### src/rtl/pattern_buzzer_sequencer_macros.svh
// assertion macros for the pattern buzzer sequencer
// no dependencies; included by the files that assert
`ifndef PATTERN_BUZZER_SEQUENCER_MACROS_SVH
`define PATTERN_BUZZER_SEQUENCER_MACROS_SVH

// same-cycle implication, disabled in reset
`define PBS_ASSERT_IMPLY(label, clk, rst, ante, cons, msg) \
   label: assert property (@(posedge clk) disable iff (rst) (ante) |-> (cons)) \
      else $error(msg);

// next-cycle implication, disabled in reset
`define PBS_ASSERT_NEXT(label, clk, rst, ante, cons, msg) \
   label: assert property (@(posedge clk) disable iff (rst) (ante) |=> (cons)) \
      else $error(msg);

`endif

### src/rtl/pbs_queue.sv
// two-entry register queue with push/full and pop/empty
// no dependencies
module pbs_queue #(
   parameter int unsigned WIDTH = 8
) (
   input  logic             clock,
   input  logic             reset,
   input  logic             push,
   input  logic [WIDTH-1:0] wr_data,
   output logic             full,
   input  logic             pop,
   output logic [WIDTH-1:0] rd_data,
   output logic             empty
);

   logic [WIDTH-1:0] data_ff [2];
   logic [1:0]       cnt_ff;
   logic             wr_ptr_ff;
   logic             rd_ptr_ff;
   logic             do_push;
   logic             do_pop;

   assign full    = (cnt_ff == 2'd2);
   assign empty   = (cnt_ff == 2'd0);
   assign do_push = push & ~full;
   assign do_pop  = pop & ~empty;
   assign rd_data = data_ff[rd_ptr_ff];

   // entry storage
   always_ff @(posedge clock) begin
      if (do_push) begin
         data_ff[wr_ptr_ff] <= wr_data;
      end
   end

   // pointers and fill count
   always_ff @(posedge clock) begin
      if (reset) begin
         cnt_ff    <= 2'd0;
         wr_ptr_ff <= 1'b0;
         rd_ptr_ff <= 1'b0;
      end else begin
         if (do_push) begin
            wr_ptr_ff <= ~wr_ptr_ff;
         end
         if (do_pop) begin
            rd_ptr_ff <= ~rd_ptr_ff;
         end
         if (do_push && !do_pop) begin
            cnt_ff <= cnt_ff + 2'd1;
         end else if (do_pop && !do_push) begin
            cnt_ff <= cnt_ff - 2'd1;
         end
      end
   end

endmodule

### config.mk
export PLATFORM = sky130hd
export DESIGN_NAME = pbs_queue
export DESIGN_NICKNAME = d
export VERILOG_FILES = /design/src/rtl/pattern_buzzer_sequencer_macros.svh /design/src/rtl/pbs_queue.sv
export SDC_FILE = /design/constraint.sdc
export NUM_CORES = 1
export LEC_CHECK = 0
export CAP_MARGIN = 20
export CORE_MARGIN = 1.5
export CORE_UTILIZATION = 48
export DETAILED_ROUTE_END_ITERATION = 6
export DONT_BUFFER_PORTS = 1
export PLACE_DENSITY = 0.7
export RECOVER_POWER = 100
export SLEW_MARGIN = 10
export SYNTH_ARGS = -nofsm -noshare
export SYNTH_HDL_FRONTEND = slang
export SYNTH_SLANG_ARGS = --single-unit
### constraint.sdc
create_clock -name clock -period 2 [get_ports clock]
set_input_delay 0 -clock clock [delete_from_list [all_inputs] [get_ports clock]]
set_output_delay 0 -clock clock [all_outputs]
set_load 0.02 [all_outputs]
==> results of run 1 <==
## where the power goes
| group | switching, mW | leakage, nW | internal (mW) | total, mW |
|---|---|---|---|---|
| combinational | 0.222 | 0.134 | 0.120 | 0.342 |
| clock | 0.110 | 0.0150 | 0.0773 | 0.187 |
| sequential | 0.0604 | 0.191 | 0.557 | 0.617 |
## through the flow
| stage | total power [mW] | cells | worst slack (ns) |
|---|---|---|---|
| final | 1.15 | 79 | 0.216 |
| after global routing | 1.22 | 79 | 0.0639 |
| after CTS | 1.18 | 79 | 0.212 |
| after detailed placement | 0.970 | 65 | 0.239 |
| after global placement | 0.938 | 65 | 0.350 |
| after floorplan | 0.909 | 50 | 0.394 |
## cell type report
type	count	area, um^2
Fill cell	120	589
Sequential cell	21	581
Multi-Input combinational cell	26	200
Timing Repair Buffer	10	100
Clock buffer	4	26.3
Tap cell	16	20.0
Inverter	2	7.51
## what timing repair did
item | 4_1_cts | 5_1_grt
endpoints found under the hold margin | 21 | 0
endpoints found under the setup margin | 0 | 0
gates resized for setup | 0 | 0
hold buffers | 10 | 0
## metal layers
metal / track usage (%) / share of wire [%] / vias to the layer above
met5: 0 / 0 / -
met4: 7.27 / 0.69 / 0
met3: 2.92 / 5.8 / 2
met2: 29.7 / 59 / 13
met1: 16.5 / 35 / 204
li1: - / - / 207
## logic make-up (layout without fill, tap and decap cells)
kind of cell / Yosys count / in the layout / share of synthesized area [%]
compound gates: 5 / 5 / 3.15
flops: 21 / 21 / 73.2
buf+inv: 3 / 16 / 1.58
mux: 8 / 8 / 11.4
simple gates: 9 / 9 / 5.84
xor+xnor: 3 / 3 / 3.31
fa+ha+maj: 1 / 1 / 1.58
## worst max-delay path: stages, from the launching register on
cell                      delay [ns]
sky130_fd_sc_hd__dfxtp_1        0.39
sky130_fd_sc_hd__nor2b_2        0.35
sky130_fd_sc_hd__nor2_1         0.12
sky130_fd_sc_hd__ha_1           0.35
sky130_fd_sc_hd__or3_1          0.37
sky130_fd_sc_hd__a21oi_1        0.14
## worst paths after layout
path	slack, ns	end	depth (start not counted)	startpoint
min	0.05	rd_ptr_ff	3	pop
max	0.22	cnt_ff[1]	5	cnt_ff[1]
min reg2reg	0.55	cnt_ff[1]	2	cnt_ff[1]
max reg2reg	0.22	cnt_ff[1]	5	cnt_ff[1]
## cells in the final DEF (no fill, tap or decap)
cell / synthesis / routed
sky130_fd_sc_hd__a21oi_1: 2 / 2
sky130_fd_sc_hd__inv_1: 2 / 2
sky130_fd_sc_hd__edfxtp_1: 16 / 16
sky130_fd_sc_hd__clkbuf_4: 0 / 3
sky130_fd_sc_hd__o21ai_0: 3 / 3
sky130_fd_sc_hd__nor2b_2: 1 / 1
sky130_fd_sc_hd__ha_1: 1 / 1
sky130_fd_sc_hd__and2_0: 0 / 1
sky130_fd_sc_hd__mux2_1: 0 / 8
sky130_fd_sc_hd__dfxtp_1: 5 / 5
sky130_fd_sc_hd__xor2_1: 3 / 3
sky130_fd_sc_hd__nor2_1: 5 / 5
sky130_fd_sc_hd__clkbuf_1: 0 / 1
sky130_fd_sc_hd__dlygate4sd3_1: 0 / 10
sky130_fd_sc_hd__or3_1: 2 / 2
## sequential cells by signal, summed over array words and instances (netlist names), named ones only
register and count:
rd_ptr_ff 1, wr_ptr_ff 1, cnt_ff 2, data_ff 16
==> results.md, run 1 <==
Yosys:
- Of all cell types, the one taking the most synthesized area is sky130_fd_sc_hd__edfxtp_1.
- Sorting the synthesized cells by how often they occur yields sky130_fd_sc_hd__edfxtp_1 (16), sky130_fd_sc_hd__mux2_2 (8), sky130_fd_sc_hd__dfxtp_1 (5), sky130_fd_sc_hd__nor2_1 (5).
- The average cell area after synthesis is around 16 um^2.
- In this run the biggest area consumer among cell types represents 60.6% of the synthesized area.
- By area the synthesized netlist is led by sky130_fd_sc_hd__edfxtp_1 (61%), sky130_fd_sc_hd__dfxtp_1 (13%), sky130_fd_sc_hd__mux2_2 (11%).
- The synthesized netlist contains 13 unique library cells.
- The total number of yosys warnings is 0.
- In the synthesized netlist the async set-or-reset flop fraction comes to 0%.
- The synthesized netlist cell count is 50.
- Among all cell types in the netlist, the one instantiated most often is sky130_fd_sc_hd__edfxtp_1.
- Summing every instance area after synthesis gives ~790 um^2.
- Yosys mapped a number of flops with a built-in enable equal to 16.
- Sequential cells were found to cover ~73% of the synthesized design area.
- The total of flip-flops plus latches after synthesis is 21.
- In the synthesized netlist the dominant register cell turns out to be sky130_fd_sc_hd__edfxtp_1.
- Synthesis produced a netlist with a net count of between 60 and 70.

Worst setup path:
- The required time of the critical path is ~2.2 ns.
- The capturing element type of the critical path is a flop.
- Of all nets on the critical path, the largest fanout is 5.
- The critical path is of the reg2reg type.
- The data arrival time of the critical path is around 2 ns.
- The launching element type of the critical path is a flop.

Clocking:
- The TritonCTS clock tree is yes.
- The number of buffers inserted by post-CTS setup repair is 0.
- The H-tree depth reported by CTS is 1.
- The clock transition at the registers of the reported paths is approximately 0.11 ns.
- The number of buffers inserted during clock tree synthesis is 3.
- The clock root buffer is sky130_fd_sc_hd__clkbuf_4.
- In this run the deepest clock path goes through 2 buffers.
- The clock reaches the later pin of the worst-skew pair after 0.29 ns.
- The number of sinks driven by the clock tree is 21.

Timing:
- The transition time at the pin with the least slew margin is approximately 0.57 ns.
- The headroom to the max-slew limit is a little over 60%.
- Of the available clock period, the critical path in the final layout requires between 80% and 90%.
- The setup violation total in the final timing report is 0.
- Adding up every negative setup slack in the final design gives 0 ns.
- The tightest hold path in the finished design has a slack of 0.0549 ns.
- Subtracting the final worst setup slack from the clock period gives 1.78 ns.
- On the final layout, the worst clock skew is slightly above 0.007 ns.
- The max-slew violation count is 0.
- Setup repair after global routing left no endpoint under its margin.
- The final hold violation count is 0.
- The highest clock rate is between 0.5 and 0.6 GHz.

Global route:
- The wire length of the first global-routing pass is around 2100 um.
- The number of global-route vias before repair is 509.
- After global routing the overflow that remains totals 0.
- The total track usage is ~16%.
- Entering global routing, the biggest net connects 12 pins.
- The initial antenna violation count came to 0.

Flow run:
- The max-cap check violation count is 0.

Pwr:
- The worst vdd rail ir drop is 0.000645 V.
- In this run the power density over the cells is between 1000 and 1500 mW/mm^2.
- The analysis attributes to cell leakage a power of between 0.3 and 0.4 nW.

Final layout:
- The cell area after layout is 935 um^2.
- The area growth from synthesis to layout is 17.8%.
- Cells with a size suffix above 1 make up around 6.3% of the layout.
- For this run, the share of the core covered by cells in the final layout is about three fifths.
- The final layout contains 77 nets.
- The antenna diode instance count is 0.

Die:
- The die is 43.7 um wide.
- The full die area is about 0.0019 mm^2.
- The initial core utilization is 52.1%.
- The initialized floorplan defines 14 standard-cell rows.
- The floorplan step defined a core boundary enclosing between 0.0015 and 0.002 mm^2.
- Pin placement for this block handled 22 I/O pins.
- In this run the vertical extent of the chip is 43.7 um.

Drt:
- The first TritonRoute pass finished after 2 iterations.
- The detailed router finished its first iteration with 2 violations.
- The count of unresolved DRC violations after routing is 0.
- The routed via count divided by cell count is roughly 5.4.
- The detailed-route wire length is between 1000 and 1500 um.
- In the final routed layout, each cell accounts on average for between 15 and 20 um.
- The total number of vias is about 430.
- In this run the remaining antenna-violating nets after routing total 0.

Placed design:
- The global placement routability congestion is about 0.61.
- The cell area after placement is 808 um^2.
- Port buffering added 0 buffers.

Min path:
- The kind of path behind the tightest hold check is in2reg.

Run status:
- The run finished with clean final reports.
Power figures use the tool's default switching activity.
==> inputs of run 2 (changes only) <==
- CORE_UTILIZATION: 48 -> 25
- PLACE_DENSITY: 0.7 -> 0.45
==> results.md, run 2 (synthesis results as in run 1) <==
Flow run:
- The max-cap check violation count is 0.

Timing:
- The setup TNS is 0 ns.
- The worst clock skew is between 0.0015 and 0.002 ns.
- Headroom to the max-slew limit came out at between 50 and 60%.
- For the finished layout, the period the worst path requires is around 1.7 ns.
- The max-slew violation count was 0.
- The highest clock rate is between 0.5 and 0.6 GHz.
- Setup repair after global routing left no endpoint under its margin.
- Setup violations remaining at the end of the flow were counted as 0.
- The final hold slack is slightly above 0.02 ns.
- After layout, the worst path uses ~87% of the clock period.
- The worst path meets setup with approximately 0.26 ns of slack.
- At the pin with the least slew margin, the transition time is between 0.6 and 0.7 ns.
- The final hold violation count was 0.

Die:
- The floorplan core area is 0.00303 mm^2.
- The count of boundary I/O pins is 22.
- The overall die width is slightly below 60 um.
- The initial utilization of the core area, before any placement, comes to a little over a quarter.
- The floorplan step defined a die boundary enclosing 0.00352 mm^2.
- The die is 59.3 um tall.
- The floorplan row count is 20.

Clocking:
- The TritonCTS clock tree is yes.
- The insertion delay to the later sink of the worst-skew pair is 0.30 ns.
- The clock transition at the registers of the reported paths is around 0.11 ns.
- CTS placed an instance of sky130_fd_sc_hd__clkbuf_4 at the clock tree root.
- The buffer levels on the longest clock path is 2.
- In this run the number of H-tree levels came out at 1.
- The number of buffers inserted by post-CTS setup repair is 0.
- The number of sinks driven by the clock tree is 21.
- Clock tree synthesis inserted a total of 3 buffers.

Drt:
- The routed via count divided by cell count is 3.93.
- The post-route antenna net violation count is 0.
- The number of DRC markers in iteration 0 is 7.
- In the final routed layout, each cell accounts on average for 11.4 um.
- Across all layers, the routed design uses roughly 420 vias.
- For this block, the routed nets add up to 1220 um of wire.
- For this run, the detailed router's first-pass iteration total came to 4.
- The count of unresolved DRC violations after routing is 0.

Global route:
- The maximum number of pins on one net before global-route repair is 13.
- The global route total overflow is 0.
- For this run, the total global-route usage over all layers was measured as under 10%.
- The number of global-route vias before repair came to just under 400.
- The initial antenna violation count is 0.
- The wire length of the first global-routing pass is about 1900 um.

Final layout:
- The post-synthesis to final-layout area growth is 22.4%.
- The finished layout holds 107 standard cells, fillers aside.
- The most frequent standard cell in the layout excluding fill and tap cells is sky130_fd_sc_hd__edfxtp_1.
- In the layout the commonest cells are sky130_fd_sc_hd__edfxtp_1 (16), sky130_fd_sc_hd__dlygate4sd3_1 (10), sky130_fd_sc_hd__mux2_1 (8), sky130_fd_sc_hd__nor2_1 (5), sky130_fd_sc_hd__dfxtp_1 (5).
- Counting flops per register, the top entry is data_ff.
- Cells fill between 30% and 40% of the core in the end.
- The filler cell count in the final layout is about 300.
- The flip-flop count of the largest register after layout is 16.
- The antenna diode instance count is 0.
- In the final layout, the registers with the most flip-flops are data_ff: 16 flops, cnt_ff: 2 flops.
- The net count of the finished layout is 77.
- The fraction of final layout cells with drive strength greater than 1 is 7.94%.

Worst setup path:
- The critical path is of the reg2reg type.
- The capturing element type of the critical path is a flop.
- The maximum fanout along the worst path is 5.
- The worst setup path is launched from a flop.
- STA puts the critical path data required time at 2.24 ns.
- The data arrival time of the critical path is ~2.0 ns.

Placed design:
- During placement, the flow inserted port buffers numbering 0.
- The detailed-placement wirelength estimate is 804 um.
- The placement-stage worst setup slack is slightly above 0.3 ns.
- At the end of routability-driven placement, the weighted congestion stood at ~0.63.
- The total instance count after detailed placement is between 90 and 100.

Pwr:
- The worst vdd rail ir drop is roughly 0.0006 V.
- The static leakage is 0.341 nW.
- In this run the power density over the cells is approximately 1200 mW/mm^2.

Run status:
- The run finished with clean final reports.

Min path:
- The kind of path behind the tightest hold check is in2reg.
## run 2: cell count changes in the layout (fill, tap and decap cells not counted)
cell / change
sky130_fd_sc_hd__clkinv_2: +1
sky130_fd_sc_hd__clkbuf_1: -1
## run 2: final timing paths
kind	from	end	slack (ns)	depth (start not counted)
min	pop	flop	0.02	3
max	cnt_ff[1]	cnt_ff[1]	0.26	5
min reg2reg	wr_ptr_ff	wr_ptr_ff	0.49	2
max reg2reg	cnt_ff[1]	cnt_ff[1]	0.26	5
## run 2: worst max-delay path, cell delays in order (launching register included)
cell and delay (ns):
sky130_fd_sc_hd__dfxtp_1 0.39, sky130_fd_sc_hd__nor2b_2 0.34, sky130_fd_sc_hd__nor2_1 0.10, sky130_fd_sc_hd__ha_1 0.34, sky130_fd_sc_hd__or3_1 0.37, sky130_fd_sc_hd__a21oi_1 0.14
## run 2: layout make-up
cell class              count  area [um^2]  share of cell area (%)
well taps                  44         55.1                    5.67
inverters                   2         7.51                   0.773
multi-input cells          26          200                    20.6
flip-flops and latches     21          581                    59.8
clock buffers               3         22.5                    2.32
clock inverters             1         5.00                   0.515
repair buffers             10          100                    10.3
## run 2: what timing repair did
item,4_1_cts,5_1_grt
hold buffers,10,0
hold endpoints to repair,21,0
resized for setup,0,0
## run 2: metrics by stage
stage / total power [mW] / cell area [um^2]
final: 1.14 / 971
after global routing: 1.21 / 971
after CTS: 1.18 / 971
after detailed placement: 0.957 / 843
after global placement: 0.955 / 843
after floorplan: 0.909 / 793
## run 2: where the power goes
group          switching, mW  total, mW  internal (mW)  leakage, nW
registers             0.0575      0.614          0.556        0.191
clock network          0.122      0.196         0.0745       0.0177
logic                  0.212      0.328          0.115        0.132
total                  0.392       1.14          0.746        0.341
## run 2: per-layer routing
metal  vias up  track usage [%]  part of all wire, %
met5         -                0                    0
met4         0            0.974                    0
met3         0             4.80                   10
met2        20             12.6                   47
met1       196             8.38                   43
li1        205                -                    -
