--- src/rtl/pattern_buzzer_sequencer_macros.svh ---
// assertion macros for the pattern buzzer sequencer
// no dependencies; included by the files that assert
`ifndef PATTERN_BUZZER_SEQUENCER_MACROS_SVH
`define PATTERN_BUZZER_SEQUENCER_MACROS_SVH

// same-cycle implication, disabled in reset
`define PBS_ASSERT_IMPLY(label, clk, rst, ante, cons, msg) \
   label: assert property (@(posedge clk) disable iff (rst) (ante) |-> (cons)) \
      else $error(msg);

// next-cycle implication, disabled in reset
`define PBS_ASSERT_NEXT(label, clk, rst, ante, cons, msg) \
   label: assert property (@(posedge clk) disable iff (rst) (ante) |=> (cons)) \
      else $error(msg);

`endif

--- src/rtl/pbs_pkg.sv ---
// shared types and constants of the pattern buzzer sequencer
// no dependencies; used by the top, pbs_front and pbs_player
package pbs_pkg;

   // fixed field widths
   localparam int unsigned PID_W    = 5;
   localparam int unsigned POS_W    = 5;
   localparam int unsigned DUR_W    = 8;
   localparam int unsigned IRQ_W    = 8;
   localparam int unsigned UNIT_W   = 8;
   localparam int unsigned TICK_W   = 16;
   localparam int unsigned QUEUED_W = 4;

   // unit register after reset
   localparam logic [UNIT_W-1:0] UNIT_RESET = 8'd8;

   // item kinds after classification
   typedef enum logic [1:0] {
      OP_TICK = 2'd0,
      OP_PLAY = 2'd1,
      OP_LOAD = 2'd2,
      OP_NONE = 2'd3
   } op_type;

   // classified word from front to player
   typedef struct packed {
      op_type             kind;
      logic [PID_W-1:0]   pattern_id;
      logic [POS_W-1:0]   position;
      logic [DUR_W-1:0]   duration;
      logic [IRQ_W-1:0]   interrupt_index;
   } cmd_type;

   // result word
   typedef struct packed {
      logic                line_level;
      logic                playing;
      logic [QUEUED_W-1:0] queued;
      logic                dropped;
   } rsp_type;

endpackage

--- src/rtl/pbs_queue.sv ---
// two-entry register queue with push/full and pop/empty
// no dependencies
module pbs_queue #(
   parameter int unsigned WIDTH = 8
) (
   input  logic             clock,
   input  logic             reset,
   input  logic             push,
   input  logic [WIDTH-1:0] wr_data,
   output logic             full,
   input  logic             pop,
   output logic [WIDTH-1:0] rd_data,
   output logic             empty
);

   logic [WIDTH-1:0] data_ff [2];
   logic [1:0]       cnt_ff;
   logic             wr_ptr_ff;
   logic             rd_ptr_ff;
   logic             do_push;
   logic             do_pop;

   assign full    = (cnt_ff == 2'd2);
   assign empty   = (cnt_ff == 2'd0);
   assign do_push = push & ~full;
   assign do_pop  = pop & ~empty;
   assign rd_data = data_ff[rd_ptr_ff];

   // entry storage
   always_ff @(posedge clock) begin
      if (do_push) begin
         data_ff[wr_ptr_ff] <= wr_data;
      end
   end

   // pointers and fill count
   always_ff @(posedge clock) begin
      if (reset) begin
         cnt_ff    <= 2'd0;
         wr_ptr_ff <= 1'b0;
         rd_ptr_ff <= 1'b0;
      end else begin
         if (do_push) begin
            wr_ptr_ff <= ~wr_ptr_ff;
         end
         if (do_pop) begin
            rd_ptr_ff <= ~rd_ptr_ff;
         end
         if (do_push && !do_pop) begin
            cnt_ff <= cnt_ff + 2'd1;
         end else if (do_pop && !do_push) begin
            cnt_ff <= cnt_ff - 2'd1;
         end
      end
   end

endmodule

--- src/rtl/pbs_front.sv ---
// front end: accepts input words, classifies them and queues them for the player
// depends on pbs_pkg and pbs_queue
module pbs_front #(
   parameter int unsigned NUM_PATTERNS = 32,
   parameter int unsigned MAX_STEPS    = 32
) (
   input  logic                         clock,
   input  logic                         reset,
   input  logic                         hold,
   input  logic                         req_push,
   output logic                         req_full,
   input  logic [1:0]                   req_operation,
   input  logic [pbs_pkg::PID_W-1:0]    req_pattern_id,
   input  logic [pbs_pkg::POS_W-1:0]    req_position,
   input  logic [pbs_pkg::DUR_W-1:0]    req_duration,
   input  logic [pbs_pkg::IRQ_W-1:0]    req_interrupt_index,
   output logic                         cmd_valid,
   output pbs_pkg::cmd_type             cmd,
   input  logic                         cmd_pop
);

   pbs_pkg::cmd_type cmd_in;
   logic             load_ok;
   logic             q_full;
   logic             q_empty;

   // loads outside the store are dropped here
   assign load_ok = (32'(req_pattern_id) < NUM_PATTERNS) && (32'(req_position) < MAX_STEPS);

   // classify the incoming word
   always_comb begin
      cmd_in.pattern_id      = req_pattern_id;
      cmd_in.position        = req_position;
      cmd_in.duration        = req_duration;
      cmd_in.interrupt_index = req_interrupt_index;
      unique case (req_operation)
         pbs_pkg::OP_TICK: cmd_in.kind = pbs_pkg::OP_TICK;
         pbs_pkg::OP_PLAY: cmd_in.kind = pbs_pkg::OP_PLAY;
         pbs_pkg::OP_LOAD: cmd_in.kind = load_ok ? pbs_pkg::OP_LOAD : pbs_pkg::OP_NONE;
         default:          cmd_in.kind = pbs_pkg::OP_NONE;
      endcase
   end

   // command queue between front and player
   pbs_queue #(
      .WIDTH($bits(pbs_pkg::cmd_type))
   ) u_cmd_queue (
      .clock   (clock),
      .reset   (reset),
      .push    (req_push & ~req_full),
      .wr_data (cmd_in),
      .full    (q_full),
      .pop     (cmd_pop),
      .rd_data (cmd),
      .empty   (q_empty)
   );

   assign req_full  = q_full | hold;
   assign cmd_valid = ~q_empty;

endmodule

--- config.mk ---
export PLATFORM = sky130hd
export DESIGN_NAME = pbs_front
export DESIGN_NICKNAME = d
export VERILOG_FILES = /design/src/rtl/pattern_buzzer_sequencer_macros.svh /design/src/rtl/pbs_pkg.sv /design/src/rtl/pbs_queue.sv /design/src/rtl/pbs_front.sv
export SDC_FILE = /design/constraint.sdc
export NUM_CORES = 1
export LEC_CHECK = 0
export BUFFER_PORTS_ARGS = -buffer_cell sky130_fd_sc_hd__buf_2
export CORE_ASPECT_RATIO = 0.9
export CORE_MARGIN = 5
export CORE_UTILIZATION = 40
export DETAILED_ROUTE_END_ITERATION = 16
export HOLD_SLACK_MARGIN = 0.05
export SKIP_CTS_REPAIR_TIMING = 1
export SLEW_MARGIN = 20
export SYNTH_ARGS = -nofsm -noshare
export SYNTH_HDL_FRONTEND = slang
export SYNTH_SLANG_ARGS = --single-unit
--- constraint.sdc ---
create_clock -name clock -period 4.1 [get_ports clock]
set_clock_uncertainty 0.15 [all_clocks]
set_input_delay 0.615 -clock clock [delete_from_list [all_inputs] [get_ports clock]]
set_output_delay 0.615 -clock clock [all_outputs]
set_load 0.01 [all_outputs]
==> impl_results.md, run 1 <==
* Outcome: finished clean
* CP max stage cell: dfxtp_1
* Critical path class: reg -> out
* Switching part of the total power at 0.262
* Area Growth Syn to Fin at 24.4%
* CTS clk-pin slew, worst paths at 60 ps
* Final setup violation count at 0
* Power per cell area at 565 nW/um2
* Number of fill cells at 500
* Ports at 63
* CTS buffer count at 9
* Cell count after synthesis at 116
* # DRC at 0
* Clock Path Buffers at 2
* Pre-Repair DR Iteration Count at 4
* CP Capture Type: output pin
* Post-Syn Nets at 150
* Pint at 1.17 mW
* Register area share after synthesis at 0.788
* Die Height at 81.3 um
* Routed wire per std cell at 14.9 um
* Initial antenna violation count at 0
* Clock latency on the worst-skew pair at 320 ps
* Avg Cell Area, Syn at 19.5 um2
* Largest family of logic cells by synthesized area: multiplexers
* RSZ-0062 raised after global routing: no
* Die ar. at 7260 um2
* R2R cell count at 4
* Clock share of power at 0.273
* XOR/XNOR Fraction of Synth Area at 0.0116
* Mux contribution to synthesized area at 0.139
* WHS at 321 ps
* Crit start category: flop
* P_sw at 0.416 mW
* GP Congestion at 0.708
* Fin crit period at 2450 ps
* IO Port Bufs at 62
* Post-DRT Antenna Nets at 0
* Fin util at 0.503
* Post-route setup slack at 1650 ps
* Largest net degree at the start of global routing at 24
* Worst slew margin at 0.537
* Die width at 89.3 um
* DR vias at 1218
* Vias per cell at 4.65
* Site Rows at 26
* TritonCTS clock tree: built
* # H-tree levels at 3
* Total chip power at 1.59 mW
* Sequential share of power at 0.487
* Max FO, Critical Path at 23
* Compound-Gate Fraction of Synth Area at 0.00885
* Synth Warn # at 0
* Top cell type's share of synthesized area at 0.743
* WP data required at 3340 ps
* All-Layer GR Usage at 0.118
* Area contributors post-synth: edfxtp_1 74%, mux2_2 14%, dfxtp_1 4.4%, xor2_1 1.2%, buf_4 1.0%
* Post-Synth Simple-Gate Area at 0.0337
* Share of cells above drive strength 1 at 0.547
* 1st-iter DRT viols at 31
* First-pass GRT wire length at 6040 um
* Max frequency at 0.409 GHz
* Critical Path Max Stage Delay at 460 ps
* Tcrit/Tclk final at 0.597
* #FFs+latches synth at 61
* Slew Limit Fails at 0
* Core box area at 5600 um2
* Worst Hold Path Cells at 1
* Initial Util at 0.404
* Post-Synth Adder-Cell Area at 0.00553
* Number of global-route vias before repair at 1262
* Synth unique cells at 17
* Total gr overflow at 0
* Hpwl dp at 2750 um
* Area of the multi-input gates at 453 um2
* Cell Area, Synth at 2260 um2
* Setup TNS at 0 ps
* Flip-flop and latch area at 1780 um2
* Logic gate share of total power at 0.240
* CTS Root Cell: clkbuf_8
* # Max-Cap Violations at 0
* Leading area contributor after synthesis: edfxtp_1
* CP Cell Sequence: buf_4, mux2_2, buf_2
* Ant. Diodes at 0
* Worst Hold Class: in -> reg
* Pre-CTS setup slack at 1600 ps
* Hold Vio Cnt, Final at 0
* Final Net Count at 221
* Crit path DAT at 1680 ps
* Max VDD drop at 0.270 mV
* CTS sink cnt at 61
* Least-Margin Pin Slew at 695 ps
* Final WL at 3910 um
* Leak Pwr at 1.06 nW
-- critical path, delay by kind of cell, from the launching register on --
kind	cells	cell delay, ps
DFF	1	460
muxes	1	390
buffers and inverters	2	510
-- cell type report --
class | instances | share of cell area
clock buffer | 16 | 0.0569
multi-input combinational | 50 | 0.161
sequential | 61 | 0.633
tap | 70 | 0.0311
timing repair buffer | 65 | 0.118
-- logic make-up (layout without fill, tap and decap cells) --
logic type,count (synthesis),count (layout)
XOR/XNOR,3,3
flip-flops,61,61
adder cells (fa/ha/maj),1,1
buffers and inverters,5,81
AND/OR/NAND/NOR,14,14
multiplexers,28,28
AO/OA/AOI/OAI,4,4
-- cell usage in the layout (no fill, tap or decap) --
cell type | synthesis | layout
and3_1 | 1 | 1
and2_1 | 1 | 1
a21oi_1 | 1 | 1
o21ai_0 | 3 | 3
or2_2 | 1 | 1
or3_1 | 1 | 1
ha_1 | 1 | 1
xor2_1 | 3 | 3
clkbuf_1 | 2 | 6
nor2b_1 | 2 | 1
nor2b_2 | 0 | 1
dfxtp_1 | 5 | 5
mux2_2 | 28 | 28
nand2b_1 | 3 | 3
nand3_1 | 1 | 1
buf_2 | 0 | 62
edfxtp_1 | 56 | 56
nor2_1 | 4 | 4
clkbuf_8 | 0 | 10
buf_4 | 3 | 3
-- power by group through the flow --
| stage | registers, mW | clock network [mW] | logic [mW] |
|---|---|---|---|
| 2_1_floorplan | 0.776 | 0 | 0.266 |
| 3_3_place_gp | 0.787 | 0 | 0.384 |
| 3_5_place_dp | 0.790 | 0 | 0.388 |
| 4_1_cts | 0.777 | 0.454 | 0.391 |
| 5_1_grt | 0.782 | 0.482 | 0.419 |
| 6_report | 0.775 | 0.434 | 0.382 |
-- cells in the mapped netlist --
library cell / number
a21oi_1: 1
and2_1: 1
and3_1: 1
buf_4: 3
clkbuf_1: 2
dfxtp_1: 5
edfxtp_1: 56
ha_1: 1
mux2_2: 28
nand2b_1: 3
nand3_1: 1
nor2_1: 4
nor2b_1: 2
o21ai_0: 3
or2_2: 1
or3_1: 1
xor2_1: 3
-- metrics by stage --
stage               instances  instance area, um2
finish                    262                2820
global route              262                2820
global placement          246                2660
CTS                       262                2820
detailed placement        246                2660
floorplan                 116                2260
-- layer usage --
layer | track usage | vias to the layer above | part of all wire
met5 | 0 | - | 0
met4 | 0.0848 | 0 | 0.029
met3 | 0.0436 | 9 | 0.082
met2 | 0.181 | 42 | 0.47
met1 | 0.136 | 586 | 0.42
li1 | - | 581 | -
-- registers in the layout, summed over array words and instances, names as in the netlist, named ones only --
signal	cells
u_cmd_queue.cnt_ff	2
u_cmd_queue.wr_ptr_ff	1
u_cmd_queue.rd_ptr_ff	1
u_cmd_queue.data_ff	56
-- path summary, 6_finish.rpt --
path / start / to / slack, ps
setup / recovery: flop / cmd[22] / 1650
hold / removal: req_position[4] / u_cmd_queue.data_ff[0][20] / 320
setup reg to reg: u_cmd_queue.cnt_ff[0] / u_cmd_queue.data_ff[0][25] / 1960
hold reg to reg: u_cmd_queue.rd_ptr_ff / u_cmd_queue.rd_ptr_ff / 350
No activity file was read; power rests on OpenSTA's default activity.
==> run 2, diff against run 1 <==
- clock period: 4.1 -> 2.5 ns (I/O delays scaled with it)
==> run 2 against run 1 <==
- wire length up 5.1%
- largest power group unchanged
- critical endpoint is now cmd[20]
- final area up 3.5%
- sequential share of layout area down 2.1 points
- register-to-register slack worse by 1400 ps
- largest cell class unchanged
- die area unchanged
- power up 72%
- sequential cell count unchanged
- non-clock buffer count up 7
- via count up 2.1%
==> impl_results.md, run 2 (synthesized netlist as in run 1, its figures left out) <==
* Outcome: finished clean
* Max FO, Critical Path at 22
* Crit start category: flop
* Pre-Repair DR Iteration Count at 3
* Cell family with most CP delay: flip-flops
* Worst Hold Class: in -> reg
* Final WL at 4110 um
* RSZ-0062 raised after global routing: no
* Site Rows at 26
* Hold Vio Cnt, Final at 0
* Initial Util at 0.404
* 1st-iter DRT viols at 39
* Die Height at 81.3 um
* Area Growth Syn to Fin at 28.8%
* WP buf/inv at 2
* Final Net Count at 228
* Most frequent cells in the layout: 62 x buf_2, 56 x edfxtp_1, 28 x mux2_2
* # Max-Cap Violations at 0
* Critical path class: reg -> out
* # H-tree levels at 3
* P_sw at 0.721 mW
* CTS sink cnt at 61
* CTS clk-pin slew, worst paths at 60 ps
* Placed cell count at 248
* Max reg flops at 56
* Largest net degree at the start of global routing at 23
* Max frequency at 0.466 GHz
* Vias per cell at 4.62
* Largest Register: u_cmd_queue.data_ff
* CP Capture Type: output pin
* Sequential share of power at 0.467
* Post-route setup slack at 354 ps
* Logic gate share of total power at 0.239
* Final setup violation count at 0
* Most common cell after layout, fill and taps aside: buf_2
* WP data required at 1980 ps
* Number of global-route vias before repair at 1353
* CP max stage cell: dfxtp_1
* Pint at 2.01 mW
* Max VDD drop at 0.419 mV
* Least-Margin Pin Slew at 377 ps
* GP Congestion at 0.737
* Initial antenna violation count at 0
* Pre-CTS setup slack at 490 ps
* Crit path DAT at 1620 ps
* Core box area at 5600 um2
* First-pass GRT wire length at 6340 um
* Number of fill cells at 481
* Ant. Diodes at 0
* TritonCTS clock tree: built
* Worst slew margin at 0.746
* # DRC at 0
* Top flop regs: u_cmd_queue.data_ff x56, u_cmd_queue.cnt_ff x2
* Routed wire per std cell at 15.3 um
* Ports at 63
* Hpwl dp at 2870 um
* Power per cell area at 937 nW/um2
* Area of the multi-input gates at 453 um2
* CP Cell Sequence: buf_12, mux2_2, buf_2
* Setup TNS at 0 ps
* Clock share of power at 0.293
* Leak Pwr at 1.11 nW
* All-Layer GR Usage at 0.124
* Post-Layout Cell Count at 269
* Tcrit/Tclk final at 0.858
* Fin crit period at 2150 ps
* Die ar. at 7260 um2
* CTS buffer count at 9
* Die width at 89.3 um
* Slew Limit Fails at 0
* Flip-flop and latch area at 1780 um2
* Switching part of the total power at 0.264
* IO Port Bufs at 62
* DR vias at 1244
* Share of cells above drive strength 1 at 0.558
* Post-DRT Antenna Nets at 0
* CTS Root Cell: clkbuf_8
* Clock Path Buffers at 2
* Clock latency on the worst-skew pair at 330 ps
* Critical Path Max Stage Delay at 550 ps
* Total gr overflow at 0
run 2: area by class of cell:
class	count	share of cell area
tap	70	0.0301
multi-input combinational	50	0.155
clock buffer	10	0.0438
clock inverter	6	0.0185
sequential	61	0.611
timing repair buffer	72	0.141
run 2: per-stage QoR:
step | utilization | power, mW | area, um2 | hold slack [ps]
2_1_floorplan | - | 1.71 | 2260 | 294
6_report | 0.521 | 2.73 | 2910 | 81.3
3_5_place_dp | 0.479 | 1.96 | 2680 | 356
4_1_cts | 0.512 | 2.77 | 2860 | 58.6
5_1_grt | 0.521 | 2.89 | 2910 | 50.4
3_3_place_gp | 0.479 | 1.93 | 2680 | 341
run 2: worst paths after layout:
path | startpoint | endpoint | slack, ps | depth (start not counted)
worst max-delay path | flop | cmd[20] | 350 | 3
worst min-delay path | req_pattern_id[3] | u_cmd_queue.data_ff[1][24] | 80 | 1
worst max register to register | u_cmd_queue.cnt_ff[0] | u_cmd_queue.data_ff[0][22] | 590 | 4
worst min register to register | u_cmd_queue.rd_ptr_ff | u_cmd_queue.rd_ptr_ff | 360 | 2
run 2: per-layer routing:
layer,GRT usage,routed length [um]
met5,0,0
met4,0.0536,41
met3,0.0649,299
met2,0.202,2110
met1,0.135,1650
run 2: power groups by stage:
stage / clock [mW] / sequential [mW] / combinational (mW)
floorplan: 0 / 1.27 / 0.436
global placement: 0 / 1.29 / 0.642
detailed placement: 0 / 1.30 / 0.658
CTS: 0.832 / 1.28 / 0.660
global route: 0.884 / 1.29 / 0.722
finish: 0.801 / 1.28 / 0.654
==> run 3, diff against run 2 <==
--- a/config.mk
+++ b/config.mk
@@ -6,5 +6,5 @@
 export NUM_CORES = 1
 export LEC_CHECK = 0
-export BUFFER_PORTS_ARGS = -buffer_cell sky130_fd_sc_hd__buf_2
+export BUFFER_PORTS_ARGS = -buffer_cell sky130_fd_sc_hd__clkbuf_2
 export CORE_ASPECT_RATIO = 0.9
 export CORE_MARGIN = 5
@@ -12,4 +12,5 @@
 export DETAILED_ROUTE_END_ITERATION = 16
 export HOLD_SLACK_MARGIN = 0.05
+export PLACE_DENSITY = 0.65
 export SKIP_CTS_REPAIR_TIMING = 1
 export SLEW_MARGIN = 20
--- a/constraint.sdc
+++ b/constraint.sdc
@@ -3,3 +3,3 @@
 set_input_delay 0.375 -clock clock [delete_from_list [all_inputs] [get_ports clock]]
 set_output_delay 0.375 -clock clock [all_outputs]
-set_load 0.01 [all_outputs]
+set_load 0.02 [all_outputs]
==> run 3 against run 2 <==
- fmax shrank 0.11%
- largest power group unchanged
- sequential share of layout area grew 1.3 points
- largest cell class unchanged
- critical path type unchanged
- register-to-register slack gained 140 ps
- clock power shrank 3.7%
- highest routed layer unchanged
==> impl_results.md, run 3 (synthesized netlist as in run 1, its figures left out) <==
* Clock share of power at 0.275
* Most common cell after layout, fill and taps aside: clkbuf_2
* Die ar. at 7260 um2
* Ant. Diodes at 0
* Most frequent cells in the layout: 62 x clkbuf_2, 56 x edfxtp_1, 28 x mux2_2
* Final Net Count at 223
* P_sw at 0.802 mW
* Sequential share of power at 0.456
* Final WL at 3840 um
* # DRC at 0
* Worst Hold Class: in -> reg
* Fin crit period at 2150 ps
* IO Port Bufs at 62
* GP Congestion at 0.688
* Hpwl dp at 2800 um
* Least-Margin Pin Slew at 398 ps
* Die Height at 81.3 um
* Leak Pwr at 1.09 nW
* CTS buffer count at 9
* CTS clk-pin slew, worst paths at 60 ps
* Clock latency on the worst-skew pair at 320 ps
* Pre-Repair DR Iteration Count at 4
* Slew Limit Fails at 0
* Vias per cell at 4.56
* Post-DRT Antenna Nets at 0
* Setup TNS at 0 ps
* Max VDD drop at 0.518 mV
* Worst slew margin at 0.734
* Top flop regs: u_cmd_queue.data_ff x56, u_cmd_queue.cnt_ff x2
* Clock Path Buffers at 2
* Largest net degree at the start of global routing at 22
* Critical path class: reg -> out
* CP Capture Type: output pin
* CTS Root Cell: clkbuf_8
* Share of cells above drive strength 1 at 0.554
* Max frequency at 0.465 GHz
* Ports at 63
* DR vias at 1200
* Crit start category: flop
* Final instance area at 2860 um2
* Tcrit/Tclk final at 0.859
* # Max-Cap Violations at 0
* WHS at 88.4 ps
* First-pass GRT wire length at 5990 um
* Core box area at 5600 um2
* All-Layer GR Usage at 0.117
* Max reg flops at 56
* Number of global-route vias before repair at 1271
* Largest Register: u_cmd_queue.data_ff
* 1st-iter DRT viols at 38
* Post-DP Area at 2680 um2
* Logic gate share of total power at 0.270
* Initial antenna violation count at 0
* RSZ-0062 raised after global routing: no
* Hold Vio Cnt, Final at 0
* TritonCTS clock tree: built
* CTS sink cnt at 61
* Number of fill cells at 483
* Crit path DAT at 1620 ps
* Max FO, Critical Path at 21
* Power per cell area at 983 nW/um2
* Pint at 2.00 mW
* Final setup violation count at 0
* Area Growth Syn to Fin at 26.2%
* Routed wire per std cell at 14.6 um
* # H-tree levels at 3
* Die width at 89.3 um
* Switching part of the total power at 0.286
* Site Rows at 26
* Initial Util at 0.404
* Outcome: finished clean
* WP data required at 1980 ps
* Total gr overflow at 0
## run 3: cell types whose count changed in the layout (fill, tap and decap cells not counted)
cell,delta
buf_2,-62
clkinv_1,+1
dlygate4sd3_1,-5
clkbuf_2,+62
clkinv_2,-4
clkbuf_1,+2
## run 3: per-stage QoR
stage | power (mW) | util | setup slack, ps | instances
6_report | 2.81 | 0.510 | 352 | 263
5_1_grt | 2.96 | 0.510 | 245 | 263
4_1_cts | 2.86 | 0.510 | 299 | 263
3_5_place_dp | 2.07 | 0.479 | 667 | 248
3_3_place_gp | 2.05 | 0.479 | 692 | 248
2_1_floorplan | 1.82 | - | 465 | 116
## run 3: cell type report
type | instances | area [um2] | share of cell area
Clock inverter | 3 | 37.5 | 0.0131
Multi-Input combinational cell | 50 | 453 | 0.159
Sequential cell | 61 | 1780 | 0.624
Tap cell | 70 | 87.6 | 0.0307
Timing Repair Buffer | 67 | 360 | 0.126
Clock buffer | 12 | 135 | 0.0473
## run 3: final timing paths
check | startpoint | endpoint | slack (ps) | depth (start not counted)
worst max-delay path | flop | cmd[6] | 350 | 3
worst min-delay path | req_interrupt_index[0] | u_cmd_queue.data_ff[1][0] | 90 | 1
worst max register to register | u_cmd_queue.cnt_ff[0] | u_cmd_queue.cnt_ff[1] | 730 | 5
worst min register to register | u_cmd_queue.rd_ptr_ff | u_cmd_queue.rd_ptr_ff | 360 | 2
## run 3: power groups by stage
| stage | logic, mW | registers, mW | clock network (mW) |
|---|---|---|---|
| floorplan | 0.549 | 1.27 | 0 |
| global placement | 0.756 | 1.29 | 0 |
| detailed placement | 0.770 | 1.30 | 0 |
| CTS | 0.775 | 1.28 | 0.801 |
| global route | 0.825 | 1.29 | 0.840 |
| finish | 0.757 | 1.28 | 0.771 |
## run 3: metal layers
metal	share of wire	vias to the layer above	global-route usage
met5	0	-	0
met4	0.014	0	0.0625
met3	0.082	7	0.0446
met2	0.50	42	0.183
met1	0.40	565	0.138
li1	-	586	-
## run 3: worst max-delay path, cell delays in order (launching register included)
cell      delay [ps]
dfxtp_1          560
buf_12           230
mux2_2           360
clkbuf_2         160
